## src/design/ascs_pkg.sv

```systemverilog
// Shared types, constants and helpers for the Annex B start code splitter.
// Depends on nothing; the front, queue, back and top-level files import it.
package ascs_pkg;

   localparam int POS_BITS  = 32;
   localparam int OUT_BITS  = 32;
   localparam int WIDE_BITS = ((POS_BITS > OUT_BITS) ? POS_BITS : OUT_BITS) + 1;
   localparam int QDEPTH    = 4;
   localparam int QPTR_BITS = $clog2(QDEPTH);
   localparam int QCNT_BITS = $clog2(QDEPTH + 1);

   typedef logic [POS_BITS-1:0]  pos_type;
   typedef logic [WIDE_BITS-1:0] wide_type;
   typedef logic [OUT_BITS-1:0]  out_type;

   localparam pos_type  POS_MAX    = {POS_BITS{1'b1}};
   localparam wide_type OUT_MAX_W  = {{(WIDE_BITS-OUT_BITS){1'b0}}, {OUT_BITS{1'b1}}};

   // Header bytes that qualify a start code.
   localparam logic [7:0] HDR_SLICE     = 8'h41;
   localparam logic [7:0] HDR_SPS       = 8'h67;
   localparam logic [7:0] HDR_SPS_ALT   = 8'h40;
   localparam logic [7:0] HDR_DELIMITER = 8'h02;

   // Start code lengths, and the scan-distance ceiling.
   localparam logic [2:0] SC_LONG_BYTES  = 3'd4;
   localparam logic [2:0] SC_SHORT_BYTES = 3'd3;
   localparam logic [2:0] SC_NONE        = 3'd0;
   localparam logic [2:0] SKIP_MAX       = 3'd4;

   // Up to two frame reports caused by one stream byte.
   typedef struct packed {
      logic    has_start;   // frame closed by a new start code
      out_type start_off;
      out_type start_len;
      logic    has_end;     // frame closed by end of stream
      out_type end_off;
      out_type end_len;
   } ascs_entry_type;

   typedef struct packed {
      logic full;
      logic not_empty;
   } ascs_qstat_type;

   function automatic out_type sat_out(input wide_type v);
      return (v > OUT_MAX_W) ? {OUT_BITS{1'b1}} : v[OUT_BITS-1:0];
   endfunction

endpackage

```

## src/design/ascs_front.sv

```systemverilog
// Front end: accepts stream bytes, finds start codes and builds frame reports.
// Depends on ascs_pkg.
module ascs_front (
   input  logic                   clock,
   input  logic                   reset,
   input  logic                   req_valid,
   output logic                   req_stall,
   input  logic [7:0]             req_data_byte,
   input  logic                   req_end_of_stream,
   input  ascs_pkg::ascs_qstat_type qstat,
   output logic                   push,
   output ascs_pkg::ascs_entry_type push_entry
);
   import ascs_pkg::*;

   logic [7:0] win_ff [4];
   logic [7:0] win_in [4];
   logic [2:0] skip_ff, skip_in;
   pos_type    pos_ff, pos_in;
   pos_type    ofs_ff, ofs_in;
   logic       open_ff, open_in;

   logic       accept;
   logic       hdr;
   logic [2:0] back;
   logic       match;
   pos_type    q;
   pos_type    new_ofs;
   logic       new_open;
   wide_type   start_len;
   wide_type   end_len;

   assign req_stall = qstat.full;
   assign accept    = req_valid & ~req_stall;

   always_comb begin
      hdr = req_data_byte inside {HDR_SLICE, HDR_SPS, HDR_SPS_ALT, HDR_DELIMITER};
      if (skip_ff >= SC_LONG_BYTES && win_ff[0] == 8'h00 && win_ff[1] == 8'h00 &&
          win_ff[2] == 8'h00 && win_ff[3] == 8'h01 && hdr) begin
         back = SC_LONG_BYTES;
      end else if (skip_ff >= SC_SHORT_BYTES && win_ff[1] == 8'h00 &&
                   win_ff[2] == 8'h00 && win_ff[3] == 8'h01 && hdr) begin
         back = SC_SHORT_BYTES;
      end else begin
         back = SC_NONE;
      end
      match = (back != SC_NONE);

      q = (pos_ff >= POS_BITS'(back)) ? pos_ff - POS_BITS'(back) : '0;
      start_len = (q >= ofs_ff) ? WIDE_BITS'(q) - WIDE_BITS'(ofs_ff) : '0;

      new_ofs  = match ? q : ofs_ff;
      new_open = match | open_ff;
      end_len  = (pos_ff >= new_ofs)
                 ? WIDE_BITS'(pos_ff) - WIDE_BITS'(new_ofs) + WIDE_BITS'(1) : '0;

      push_entry.has_start = match & open_ff;
      push_entry.start_off = sat_out(WIDE_BITS'(ofs_ff));
      push_entry.start_len = sat_out(start_len);
      push_entry.has_end   = req_end_of_stream & new_open;
      push_entry.end_off   = sat_out(WIDE_BITS'(new_ofs));
      push_entry.end_len   = sat_out(end_len);
      push = accept & (push_entry.has_start | push_entry.has_end);

      win_in  = win_ff;
      skip_in = skip_ff;
      pos_in  = pos_ff;
      ofs_in  = ofs_ff;
      open_in = open_ff;
      if (accept) begin
         if (req_end_of_stream) begin
            // The stream ends here; the next byte starts a fresh stream.
            for (int i = 0; i < 4; i++) begin
               win_in[i] = 8'h00;
            end
            skip_in = '0;
            pos_in  = '0;
            ofs_in  = '0;
            open_in = 1'b0;
         end else begin
            win_in[0] = win_ff[1];
            win_in[1] = win_ff[2];
            win_in[2] = win_ff[3];
            win_in[3] = req_data_byte;
            skip_in   = match ? 3'd1 : ((skip_ff < SKIP_MAX) ? skip_ff + 3'd1 : skip_ff);
            pos_in    = (pos_ff < POS_MAX) ? pos_ff + POS_BITS'(1) : pos_ff;
            ofs_in    = new_ofs;
            open_in   = new_open;
         end
      end
   end

   always_ff @(posedge clock) begin
      if (reset) begin
         for (int i = 0; i < 4; i++) begin
            win_ff[i] <= 8'h00;
         end
         skip_ff <= '0;
         pos_ff  <= '0;
         ofs_ff  <= '0;
         open_ff <= 1'b0;
      end else begin
         win_ff  <= win_in;
         skip_ff <= skip_in;
         pos_ff  <= pos_in;
         ofs_ff  <= ofs_in;
         open_ff <= open_in;
      end
   end

endmodule

```

## src/design/ascs_queue.sv

```systemverilog
// Short queue of frame report entries between front and back end.
// Depends on ascs_pkg.
module ascs_queue (
   input  logic                     clock,
   input  logic                     reset,
   input  logic                     push,
   input  ascs_pkg::ascs_entry_type push_entry,
   input  logic                     pop,
   output ascs_pkg::ascs_qstat_type qstat,
   output ascs_pkg::ascs_entry_type head_entry
);
   import ascs_pkg::*;

   ascs_entry_type         mem_ff [QDEPTH];
   logic [QPTR_BITS-1:0]   wr_ptr_ff, wr_ptr_in;
   logic [QPTR_BITS-1:0]   rd_ptr_ff, rd_ptr_in;
   logic [QCNT_BITS-1:0]   count_ff, count_in;
   logic                   do_push, do_pop;

   assign qstat.full      = (count_ff == QCNT_BITS'(QDEPTH));
   assign qstat.not_empty = (count_ff != '0);
   assign head_entry      = mem_ff[rd_ptr_ff];

   always_comb begin
      do_push   = push & ~qstat.full;
      do_pop    = pop & qstat.not_empty;
      wr_ptr_in = do_push ? wr_ptr_ff + QPTR_BITS'(1) : wr_ptr_ff;
      rd_ptr_in = do_pop ? rd_ptr_ff + QPTR_BITS'(1) : rd_ptr_ff;
      count_in  = count_ff + QCNT_BITS'(do_push) - QCNT_BITS'(do_pop);
   end

   always_ff @(posedge clock) begin
      if (do_push) begin
         mem_ff[wr_ptr_ff] <= push_entry;
      end
      if (reset) begin
         wr_ptr_ff <= '0;
         rd_ptr_ff <= '0;
         count_ff  <= '0;
      end else begin
         wr_ptr_ff <= wr_ptr_in;
         rd_ptr_ff <= rd_ptr_in;
         count_ff  <= count_in;
      end
   end

endmodule

```

## src/design/ascs_back.sv

```systemverilog
// Back end: serializes queued entries into one frame report per cycle while rsp_stall is low.
// Depends on ascs_pkg.
module ascs_back (
   input  logic                     clock,
   input  logic                     reset,
   input  ascs_pkg::ascs_qstat_type qstat,
   input  ascs_pkg::ascs_entry_type head_entry,
   output logic                     pop,
   output logic                     rsp_valid,
   input  logic                     rsp_stall,
   output logic [31:0]              rsp_frame_offset,
   output logic [31:0]              rsp_frame_length,
   output logic                     rsp_closed_by_end,
   output logic                     rsp_run_last
);
   import ascs_pkg::*;

   logic    valid_ff, valid_in;
   logic    second_ff, second_in;   // start-code report of the head entry already sent
   out_type off_ff, off_in;
   out_type len_ff, len_in;
   logic    by_end_ff, by_end_in;
   logic    last_ff, last_in;
   logic    load;

   always_comb begin
      load      = ~valid_ff | ~rsp_stall;
      pop       = 1'b0;
      valid_in  = valid_ff;
      second_in = second_ff;
      off_in    = off_ff;
      len_in    = len_ff;
      by_end_in = by_end_ff;
      last_in   = last_ff;
      if (load) begin
         valid_in = qstat.not_empty;
         if (qstat.not_empty && head_entry.has_start && !second_ff) begin
            off_in    = head_entry.start_off;
            len_in    = head_entry.start_len;
            by_end_in = 1'b0;
            last_in   = ~head_entry.has_end;
            second_in = head_entry.has_end;
            pop       = ~head_entry.has_end;
         end else if (qstat.not_empty) begin
            off_in    = head_entry.end_off;
            len_in    = head_entry.end_len;
            by_end_in = 1'b1;
            last_in   = 1'b1;
            second_in = 1'b0;
            pop       = 1'b1;
         end
      end
   end

   always_ff @(posedge clock) begin
      off_ff    <= off_in;
      len_ff    <= len_in;
      by_end_ff <= by_end_in;
      last_ff   <= last_in;
      if (reset) begin
         valid_ff  <= 1'b0;
         second_ff <= 1'b0;
      end else begin
         valid_ff  <= valid_in;
         second_ff <= second_in;
      end
   end

   assign rsp_valid         = valid_ff;
   assign rsp_frame_offset  = off_ff;
   assign rsp_frame_length  = len_ff;
   assign rsp_closed_by_end = by_end_ff;
   assign rsp_run_last      = last_ff;

endmodule

```

## src/design/annexb_start_code_splitter_unit.sv

```systemverilog
// Annex B start code splitter: one stream byte accepted per cycle while req_stall is low,
// one frame report delivered per cycle while rsp_stall is low. Each report is registered
// in the queue, then in the back end. A byte at end of stream can cause two reports;
// both share one queue entry. Input stalls only when the four-entry report queue is full.
// Synchronous active-high reset clears the scan window, counters, queue and output.
// Depends on ascs_pkg, ascs_front, ascs_queue and ascs_back.
module annexb_start_code_splitter_unit (
   input  logic        clock,
   input  logic        reset,
   input  logic        req_valid,
   output logic        req_stall,
   input  logic [7:0]  req_data_byte,
   input  logic        req_end_of_stream,
   output logic        rsp_valid,
   input  logic        rsp_stall,
   output logic [31:0] rsp_frame_offset,
   output logic [31:0] rsp_frame_length,
   output logic        rsp_closed_by_end,
   output logic        rsp_run_last
);
   import ascs_pkg::*;

   // The front end owns the four-byte window and the position counters. Each
   // request that closes a frame produces one queue entry holding the frame
   // closed by a new start code and/or the frame closed by end of stream.
   ascs_qstat_type qstat;
   ascs_entry_type push_entry;
   ascs_entry_type head_entry;
   logic           push;
   logic           pop;

   ascs_front u_front (
      .clock             (clock),
      .reset             (reset),
      .req_valid         (req_valid),
      .req_stall         (req_stall),
      .req_data_byte     (req_data_byte),
      .req_end_of_stream (req_end_of_stream),
      .qstat             (qstat),
      .push              (push),
      .push_entry        (push_entry)
   );

   // The queue decouples the two sides, so a stalled consumer does not stop
   // the scan until four entries are waiting.
   ascs_queue u_queue (
      .clock      (clock),
      .reset      (reset),
      .push       (push),
      .push_entry (push_entry),
      .pop        (pop),
      .qstat      (qstat),
      .head_entry (head_entry)
   );

   // The back end sends the start-code report first, then the end-of-stream
   // report, marking the final one of each request with run_last.
   ascs_back u_back (
      .clock             (clock),
      .reset             (reset),
      .qstat             (qstat),
      .head_entry        (head_entry),
      .pop               (pop),
      .rsp_valid         (rsp_valid),
      .rsp_stall         (rsp_stall),
      .rsp_frame_offset  (rsp_frame_offset),
      .rsp_frame_length  (rsp_frame_length),
      .rsp_closed_by_end (rsp_closed_by_end),
      .rsp_run_last      (rsp_run_last)
   );

endmodule

```

## config.mk

```make
export PLATFORM = sky130hd
export DESIGN_NAME = annexb_start_code_splitter_unit
export DESIGN_NICKNAME = d
export VERILOG_FILES = /design/src/design/ascs_pkg.sv /design/src/design/ascs_front.sv /design/src/design/ascs_queue.sv /design/src/design/ascs_back.sv /design/src/design/annexb_start_code_splitter_unit.sv
export SDC_FILE = /design/constraint.sdc
export NUM_CORES = 1
export LEC_CHECK = 0
export BUFFER_PORTS_ARGS = -buffer_cell sky130_fd_sc_hd__buf_2
export CAP_MARGIN = 20
export CORE_MARGIN = 2
export CORE_UTILIZATION = 63
export DETAILED_ROUTE_END_ITERATION = 8
export MAX_ROUTING_LAYER = met4
export PLACE_DENSITY = 0.83
export SLEW_MARGIN = 20
export SYNTH_ARGS = -nofsm -noshare
export SYNTH_HDL_FRONTEND = slang
export SYNTH_HIERARCHICAL = 1
export SYNTH_SLANG_ARGS = --single-unit
```

## constraint.sdc

```tcl
create_clock -name clock -period 9 [get_ports clock]
set_clock_uncertainty 0.2 [all_clocks]
set_input_delay 0.9 -clock clock [delete_from_list [all_inputs] [get_ports clock]]
set_output_delay 0.9 -clock clock [all_outputs]
set_load 0.05 [all_outputs]
```

Word level (Yosys, flattened, before mapping)
Memories as Yosys holds them, arrays and structs flattened. A register that Yosys moved wholly into a read port is not among the register bits.
Cells that the tools add are included.

storage, ports and cells
  register bits after elaboration = 175
  bits in writable memories = 520
  input port bits = 13
  output and inout bits = 68
  logic and storage cells = 111
  memories = 1

operators by class
  add/sub/neg operators = 10
  order comparisons = 9
  equality and inequality tests = 6
  mux-type cells = 31
  bitwise gates (word level) = 13
  reduce and logical (&&, ||, !) cells = 24

memories
  memory          depth  bits a word  read ports  clocked after memory_dff  wr ports  line              RTL
  u_queue.mem_ff  4      130          1           1                         1         ascs_queue.sv:14  ascs_entry_type mem_ff [QDEPTH];

operators by type and width
  operator                 number
  $mux W32                 12
  $gt A33 B32 Y1 const B   2
  $mux W33                 2
  $sub A32 B32 Y33         2
  $ge A32 B32 Y1           2
  $add A33 B1 Y33 const B  1
  $add A32 B1 Y32 const B  1
  $ge A32 B3 Y1            1
  $lt A32 B32 Y1 const B   1
  $sub A32 B3 Y32          1
  $eq A8 B7 Y1 const B     3
  $logic_not A8 Y1         3
  $mux W3                  4
  $logic_and A1 B1 Y1      11
  $mux W1                  10
  $reduce_bool A3 Y1       3
  $eq A8 B1 Y1 const B     1
  $eq A8 B2 Y1 const B     1
  $and A1 B1 Y1            6
  $mux W2                  3
  $reduce_and A2 Y1        3
  $add A2 B1 Y2 const B    2
  $not A1 Y1               4
  $reduce_bool A2 Y1       2
  10 further kinds         12

Depth between registers and ports, before layout
Gate-level depths: netlist of the first run.

  depth after elaboration = 15
  gate-level depth with buffers = 35
  depth with buffers taken out = 34

Cells and area by module
Netlist of the first run, hierarchy kept.

modules (own cells, without submodules)
  module      instances  cells an instance  area an instance (µm²)  seq. area each (µm²)
  ascs_queue  1          728                19324.8                 15795.1
  ascs_front  1          1518               10760.3                 2001.9
  ascs_back   1          149                3116.7                  2021.9

Worst setup path after synthesis of the first run
Ideal clock, no wire load.

  path kind = input port to flip-flop
  from = in req_data_byte[0]
  to = mem u_queue/mem_ff[0][31] (netlist bit) (data pin)
  setup time = 179 ps
  arrival = 7645 ps
  data required time = 8621 ps
  slack = 976 ps
  stages = 35
  buffers on the path = 2
  cell sequence = nor4_1 -> o21ai_0 -> a211oi_1 -> nand2_1 -> clkbuf_1 -> or2_2 -> inv_1 -> ha_1 -> inv_1 -> fa_1 -> a211o_1 -> nor2_1 -> and4_1 -> nand2_1 -> clkbuf_1 -> and2_1 -> nand2_1 -> o21ai_0 -> ha_1 -> inv_1 -> ha_1 -> inv_1 -> fa_1 -> nor2b_1 -> o21ai_0 -> a21oi_1 -> o21ai_0 -> nand2b_1 -> a31oi_1 -> o311a_1 -> o31a_1 -> nor3_1 -> o221ai_1 -> xor2_1 -> a21oi_1

RTL lines
  what         line                                   RTL
  from (decl)  annexb_start_code_splitter_unit.sv:12  input logic [7:0] req_data_byte,
  to (decl)    ascs_queue.sv:14

==> flow_summary.json, run 1 <==
{
  "synth_area_mm2": 0.0332,
  "worst-r2r-setup-slack_ns": 0.58,
  "io_buffers": 80,
  "worst_setup_path_start_kind": "input pin",
  "final_core_area_utilization": 0.696,
  "preCtsSetupSlack_ns": 0.126,
  "final_critical_path_setup_slack_ns": 0.569,
  "post_route_cells_drive_above_1_share": 0.186,
  "drc_errors": 0,
  "tightestPinTransition_ns": 1.12,
  "clock_tree.root_cell": "clkbuf_16",
  "numCtsBuffers": 71,
  "cp_data_required_time_ns": 9.18,
  "cp_slowest_stage_delay_ns": 0.73,
  "placedInstanceArea_mm2": 0.0341,
  "antenna_cells_inserted": 0,
  "tritoncts": "done",
  "layout.area.seq_mm2": 0.0198,
  "grt.total_usage": 0.321,
  "detail-route-antenna-nets": 0,
  "ir_worst_vdd_v": 0.000166,
  "multi_input_comb_area_mm2": 0.0122,
  "postSynthRegisterBits": 697,
  "number_of_global_route_vias_before_repair": 20680,
  "timing.hold.worst.class": "register to register",
  "final_cell_area_mm2": 0.0364,
  "worst_slew_margin_rel": 0.247,
  "die_width_um": 234,
  "grt_first_pass_wirelength_um": 126000,
  "drt_pass_1_iters": 6,
  "postCtsHoldBufs": 0,
  "cap_violations": 0,
  "grt_setup_unrepaired": "false",
  "syn_nets": 2528,
  "post_cts_resize_count": 0,
  "post_cts_buffers": 0,
  "detailroute.via_count": 20886,
  "placeableCoreArea_mm2": 0.0523,
  "cell_pwr_density_mw_per_mm2": 186,
  "hold_path_end": "u_front/win_ff[26]",
  "r2r_cells": 27,
  "first_iter_violations": 2547,
  "h-tree-depth": 3,
  "synth_edf_count": 586,
  "cts.sink_count": 697,
  "worst_setup_hold_path_clk_slew_ns": 0.06,
  "filler_cell_count": 3423,
  "cp-startpoint": "req_data_byte[0]",
  "endpoint_kind": "register",
  "pin_count": 81,
  "number_of_antenna_violations_at_the_first_check_in_global_routing": 0,
  "synth_cell_types": 96,
  "cts_buffer_depth": 3,
  "detail_route.wirelength_um": 83200,
  "synth_ff_type": "edfxtp_1",
  "synth.yosys.seq_area_share": 0.597,
  "ys_async_sr_fraction": 0,
  "setup-tns-final_ns": 0,
  "yosysWarnings": 6,
  "cp_max_fo": 32,
  "syn_inst": 2395,
  "cpMaxStageDelayCell": "nor4_1",
  "finalHoldViolCount": 0,
  "routed_wire_length_per_instance_um": 25.9,
  "leakage_nw": 13.1,
  "design.die.area_mm2": 0.0546,
  "finalCriticalPeriod_ns": 8.43,
  "finalNetCount": 2604,
  "gr-total-overflow": 0,
  "place_congestion": 0.988,
  "final_min_period_over_clock_period": 0.937,
  "place_hpwl_um": 55000,
  "crit_arrival_ns": 8.61,
  "drt-vias-per-instance": 6.49,
  "max_freq_mhz": 119,
  "post_synth.cell_area_avg_um2": 13.9,
  "largest_net_degree_at_the_start_of_global_routing": 83,
  "timing_worst_setup_path_type": "input pin to register",
  "timing.rr.start": "u_front/win_ff[23]",
  "initial_utilization": 0.634,
  "fp-row-count": 84,
  "fp.dieH_um": 234,
  "timing.final.setup_violations": 0,
  "clk-insertion-delay-late_ns": 0.64,
  "holdCritStartpoint": "u_front/win_ff[26]",
  "min_path_cells": 2,
  "final-max-slew-violation-count": 0,
  "capturing_point_of_the_worst_reg2reg_path": "u_queue/mem_ff[1][9]",
  "synthesis_to_finish_area_growth_pct": 9.71,
  "status": "finished, final reports clean"
}
==> where the power goes <==
group          leakage [nW]  internal [mW]  switching (mW)
clock network          1.16           1.72            1.26
logic                  5.48         0.0749           0.204
registers              6.44           3.50         0.00356
total                  13.1           5.29            1.47
==> through the flow <==
stage / hold WS [ns] / total power, mW / instances
CTS: 0.253 / 6.79 / 3217
floorplan: 0.232 / 3.73 / 2395
detailed placement: 0.247 / 3.84 / 3086
global placement: 0.239 / 3.83 / 3086
finish: 0.258 / 6.76 / 3217
global route: 0.269 / 6.93 / 3217
==> per-layer routing <==
layer / GRT usage / wire length [um] / share of wire
met2: 0.495 / 39700 / 0.48
met5: - / 0 / 0
met4: 0.0991 / 2380 / 0.029
met3: 0.0546 / 6620 / 0.080
met1: 0.441 / 34500 / 0.41
==> cells in the final DEF (no fill, tap or decap), types with 16 or more instances in the layout <==
| cell | n |
|---|---|
| nand4_1 | 18 |
| mux4_2 | 130 |
| edfxtp_1 | 586 |
| nor3_1 | 31 |
| o21ai_0 | 84 |
| or3_1 | 17 |
| dfxtp_1 | 109 |
| xnor2_1 | 74 |
| inv_1 | 128 |
| nor2_1 | 180 |
| a21o_1 | 38 |
| a21oi_1 | 152 |
| nand3_1 | 69 |
| clkbuf_16 | 73 |
| a22oi_1 | 32 |
| ha_1 | 104 |
| nand2_1 | 151 |
| nor4_1 | 24 |
| mux2_4 | 49 |
| fa_1 | 16 |
| buf_2 | 80 |
| xor2_1 | 38 |
| buf_4 | 43 |
==> worst max path at each step <==
| stage | end | slack, ns | cells past startpoint |
|---|---|---|---|
| finish | u_queue/mem_ff[1][9] | 0.57 | 28 |
| global route | u_queue/mem_ff[1][31] | 0.05 | 33 |
| CTS | u_queue/mem_ff[1][31] | 0.65 | 33 |
| detailed placement | u_queue/mem_ff[1][31] | 0.13 | 34 |
| global placement | u_queue/mem_ff[0][3] | 0.47 | 32 |
| floorplan | u_queue/mem_ff[0][31] | 0.98 | 35 |
==> cells in the mapped netlist (all sizes together), types with 6 or more instances <==
| cell | count | area share |
|---|---|---|
| edfxtp | 586 | 0.53 |
| nor2 | 183 | 0.021 |
| a21oi | 154 | 0.023 |
| nand2 | 151 | 0.017 |
| mux4 | 130 | 0.088 |
| inv | 129 | 0.015 |
| dfxtp | 111 | 0.067 |
| ha | 104 | 0.039 |
| o21ai | 91 | 0.014 |
| xnor2 | 75 | 0.020 |
| nand3 | 69 | 0.010 |
| clkbuf | 64 | 0.0072 |
| mux2 | 64 | 0.027 |
| buf | 56 | 0.017 |
| a21o | 40 | 0.0091 |
| xor2 | 39 | 0.010 |
| a22oi | 32 | 0.0072 |
| nor3 | 32 | 0.0048 |
| nor4 | 25 | 0.0052 |
| nand4 | 18 | 0.0034 |
| or3 | 18 | 0.0035 |
| fa | 16 | 0.0096 |
| nor2b | 15 | 0.0028 |
| a31oi | 13 | 0.0026 |
| and2 | 13 | 0.0024 |
| o21a | 13 | 0.0032 |
| o31ai | 12 | 0.0033 |
| a211o | 10 | 0.0026 |
| and3 | 10 | 0.0019 |
| nand2b | 10 | 0.0019 |
| o21bai | 9 | 0.0020 |
| o31a | 9 | 0.0024 |
| a211oi | 7 | 0.0016 |
| o311ai | 6 | 0.0021 |
==> sequential cells by signal (all words and copies together) (netlist names), named ones only <==
name                      cells
u_front/open_ff               1
u_back/second_ff              1
u_back/rsp_frame_offset      32
u_front/ofs_ff               32
u_back/rsp_frame_length      32
u_front/skip_ff               3
u_queue/mem_ff              520
u_queue/rd_ptr_ff             2
u_queue/wr_ptr_ff             2
u_back/rsp_closed_by_end      1
u_back/rsp_valid              1
u_queue/count_ff              3
u_front/win_ff               32
u_back/rsp_run_last           1
u_front/pos_ff               32
==> worst max-delay path: cells and delay by family <==
kind,cells,cell delay [ns]
compound gates,7,2.02
buf+inv,3,0.54
simple gates,15,4.24
fa+ha+maj,2,0.79
xor+xnor,1,0.10
==> kinds of logic after synthesis <==
kind of cell | count (synthesis) | share of synthesized area
flops | 697 | 0.597
simple gates | 572 | 0.0817
compound gates | 439 | 0.0851
buf+inv | 250 | 0.0386
mux | 198 | 0.117
fa+ha+maj | 124 | 0.0501
xor+xnor | 115 | 0.0310
==> layout make-up <==
cell class	count	area share
Clock buffer	88	0.0528
Clock inverter	43	0.0122
Inverter	130	0.0135
Multi-Input combinational cell	1448	0.334
Sequential cell	697	0.544
Tap cell	688	0.0236
Timing Repair Buffer	123	0.0199
(Power assumes the default switching activity.)
==> run 2: changes to the inputs <==
BUFFER_PORTS_ARGS = -buffer_cell sky130_fd_sc_hd__buf_4   (was -buffer_cell sky130_fd_sc_hd__buf_2)
==> run 2 against run 1 <==
  * Non-clock buffer count is 7 higher
  * Via count hardly changed
  * Count of clock-buffer cells in the layout is 2 higher
  * Worst hold slack better by 0.0060 ns
  * Final cell count is 0.16% higher
  * Combinational power is 9.0% higher
  * Design area is 0.73% higher
  * Die area stayed put
  * Critical path depth is 6 higher
  * Clock power hardly changed
  * Setup slack better by 0.050 ns
  * Routed wire length is 2.5% higher
  * Highest routed layer unchanged
==> flow_summary.json, run 2 (synthesized netlist as in run 1, its figures left out) <==
{
  "cpMaxStageDelayCell": "fa_1",
  "registers.top_by_ff_count": "u_queue/mem_ff",
  "h-tree-depth": 3,
  "fp.dieH_um": 234,
  "finalCriticalPeriod_ns": 8.38,
  "placedInstanceArea_mm2": 0.0343,
  "postCtsHoldBufs": 0,
  "cts_buffer_depth": 3,
  "post-layout-total-power_mw": 6.80,
  "number_of_antenna_violations_at_the_first_check_in_global_routing": 3,
  "timing_worst_setup_path_type": "register to register",
  "place_congestion": 0.977,
  "status": "finished, final reports clean",
  "setup-tns-final_ns": 0,
  "p_comb_frac": 0.045,
  "fp-row-count": 84,
  "routed_wire_length_per_instance_um": 26.5,
  "grt_first_pass_wirelength_um": 127000,
  "clock_power_share": 0.440,
  "worst_slew_margin_rel": 0.235,
  "worst_setup_path_start_kind": "register",
  "numCtsBuffers": 70,
  "timing.hold.worst.class": "register to register",
  "placeableCoreArea_mm2": 0.0523,
  "post_route_cells_drive_above_1_share": 0.186,
  "cp_common_cell": "inv_1",
  "ir_worst_vdd_v": 0.000173,
  "pin_count": 81,
  "filler_cell_count": 3500,
  "place_hpwl_um": 55600,
  "final_min_period_over_clock_period": 0.931,
  "drc_errors": 0,
  "netSwitchingPower_mw": 1.48,
  "io_buffers": 80,
  "grt_setup_unrepaired": "false",
  "most_common_library_cell_in_the_layout_ignoring_fill_and_taps": "edfxtp_1",
  "cell_pwr_density_mw_per_mm2": 185,
  "layout.cells.most_common_list": "edfxtp_1, nor2_1, a21oi_1",
  "p_seq_frac": 0.516,
  "initial_utilization": 0.634,
  "detailroute.via_count": 20890,
  "tightestPinTransition_ns": 1.14,
  "drt_pass_1_iters": 5,
  "design.die.area_mm2": 0.0546,
  "cts.sink_count": 697,
  "final_cell_area_mm2": 0.0367,
  "first_iter_violations": 2223,
  "cp_data_required_time_ns": 9.09,
  "die_width_um": 234,
  "leakage_nw": 13.2,
  "finalNetCount": 2610,
  "crit_arrival_ns": 8.47,
  "number_of_global_route_vias_before_repair": 20677,
  "detail_route.wirelength_um": 85300,
  "clk-insertion-delay-late_ns": 0.61,
  "cp_slowest_stage_delay_ns": 0.58,
  "largest_register_ffs": 520,
  "detail-route-antenna-nets": 0,
  "timing.final.setup_violations": 0,
  "finalHoldViolCount": 0,
  "tritoncts": "done",
  "final-max-slew-violation-count": 0,
  "synthesis_to_finish_area_growth_pct": 10.5,
  "drt-vias-per-instance": 6.48,
  "worst_setup_hold_path_clk_slew_ns": 0.06,
  "grt.total_usage": 0.327,
  "netSwitchingFraction": 0.217,
  "largest_net_degree_at_the_start_of_global_routing": 89,
  "cap_violations": 0,
  "power_report.internal_total_mw": 5.32,
  "endpoint_kind": "register",
  "gr-total-overflow": 0,
  "cp_max_fo": 32,
  "clock_tree.root_cell": "clkbuf_16",
  "max_freq_mhz": 119
}
-- run 2: worst max-delay path, delay by kind of cell, from the launching register on --
kind / cells / cell delay [ns]
AO/OA/AOI/OAI: 11 / 2.85
AND/OR/NAND/NOR: 11 / 1.97
adder cells (fa/ha/maj): 4 / 1.42
buffers and inverters: 7 / 1.16
flip-flops: 1 / 0.34
XOR/XNOR: 1 / 0.12
-- run 2: worst paths after layout --
| path | to | cells past startpoint | slack, ns | startpoint |
|---|---|---|---|---|
| setup / recovery | u_queue/mem_ff[2][7] | 34 | 0.62 | u_front/win_ff[1] |
| hold / removal | u_front/win_ff[28] | 2 | 0.26 | u_front/win_ff[28] |
| setup reg to reg | u_queue/mem_ff[2][7] | 34 | 0.62 | u_front/win_ff[1] |
| hold reg to reg | u_front/win_ff[28] | 2 | 0.26 | u_front/win_ff[28] |
-- run 2: per-stage QoR --
stage	hold WS (ns)	std cells	setup slack, ns	utilization
CTS	0.262	3220	0.666	0.701
finish	0.264	3222	0.619	0.701
detailed placement	0.254	3092	0.179	0.656
floorplan	0.232	2395	0.976	-
global route	0.283	3222	0.151	0.701
global placement	0.241	3092	0.406	0.656
-- run 2: cell type report --
type / instances / area (um2) / share of cell area
antenna: 1 / 2.50 / 0.0000682
clock buffer: 90 / 1880 / 0.0512
clock inverter: 38 / 487 / 0.0133
inverter: 130 / 490 / 0.0134
multi-input combinational: 1448 / 12200 / 0.331
sequential: 697 / 19800 / 0.540
tap: 688 / 861 / 0.0235
timing repair buffer: 130 / 992 / 0.0270
-- run 2: layer usage --
metal  GRT usage  share of wire  up-vias
met5           -              0        -
met4       0.116          0.033        0
met3      0.0548          0.075      154
met2       0.508           0.48      974
met1       0.441           0.41    10530
li1            -              -     9232
-- run 2: repair_timing --
action,in CTS,in global routing
buffers inserted,0,0
gates resized for setup,0,1
setup endpoints to repair,0,8
endpoints found under the hold margin,0,0
-- run 2: power by group through the flow --
stage	Combinational, mW	Clock, mW	Sequential, mW
finish	0.304	2.99	3.50
global route	0.321	3.14	3.50
CTS	0.297	3.02	3.50
floorplan	0.156	0	3.57
global placement	0.282	0	3.57
detailed placement	0.293	0	3.57
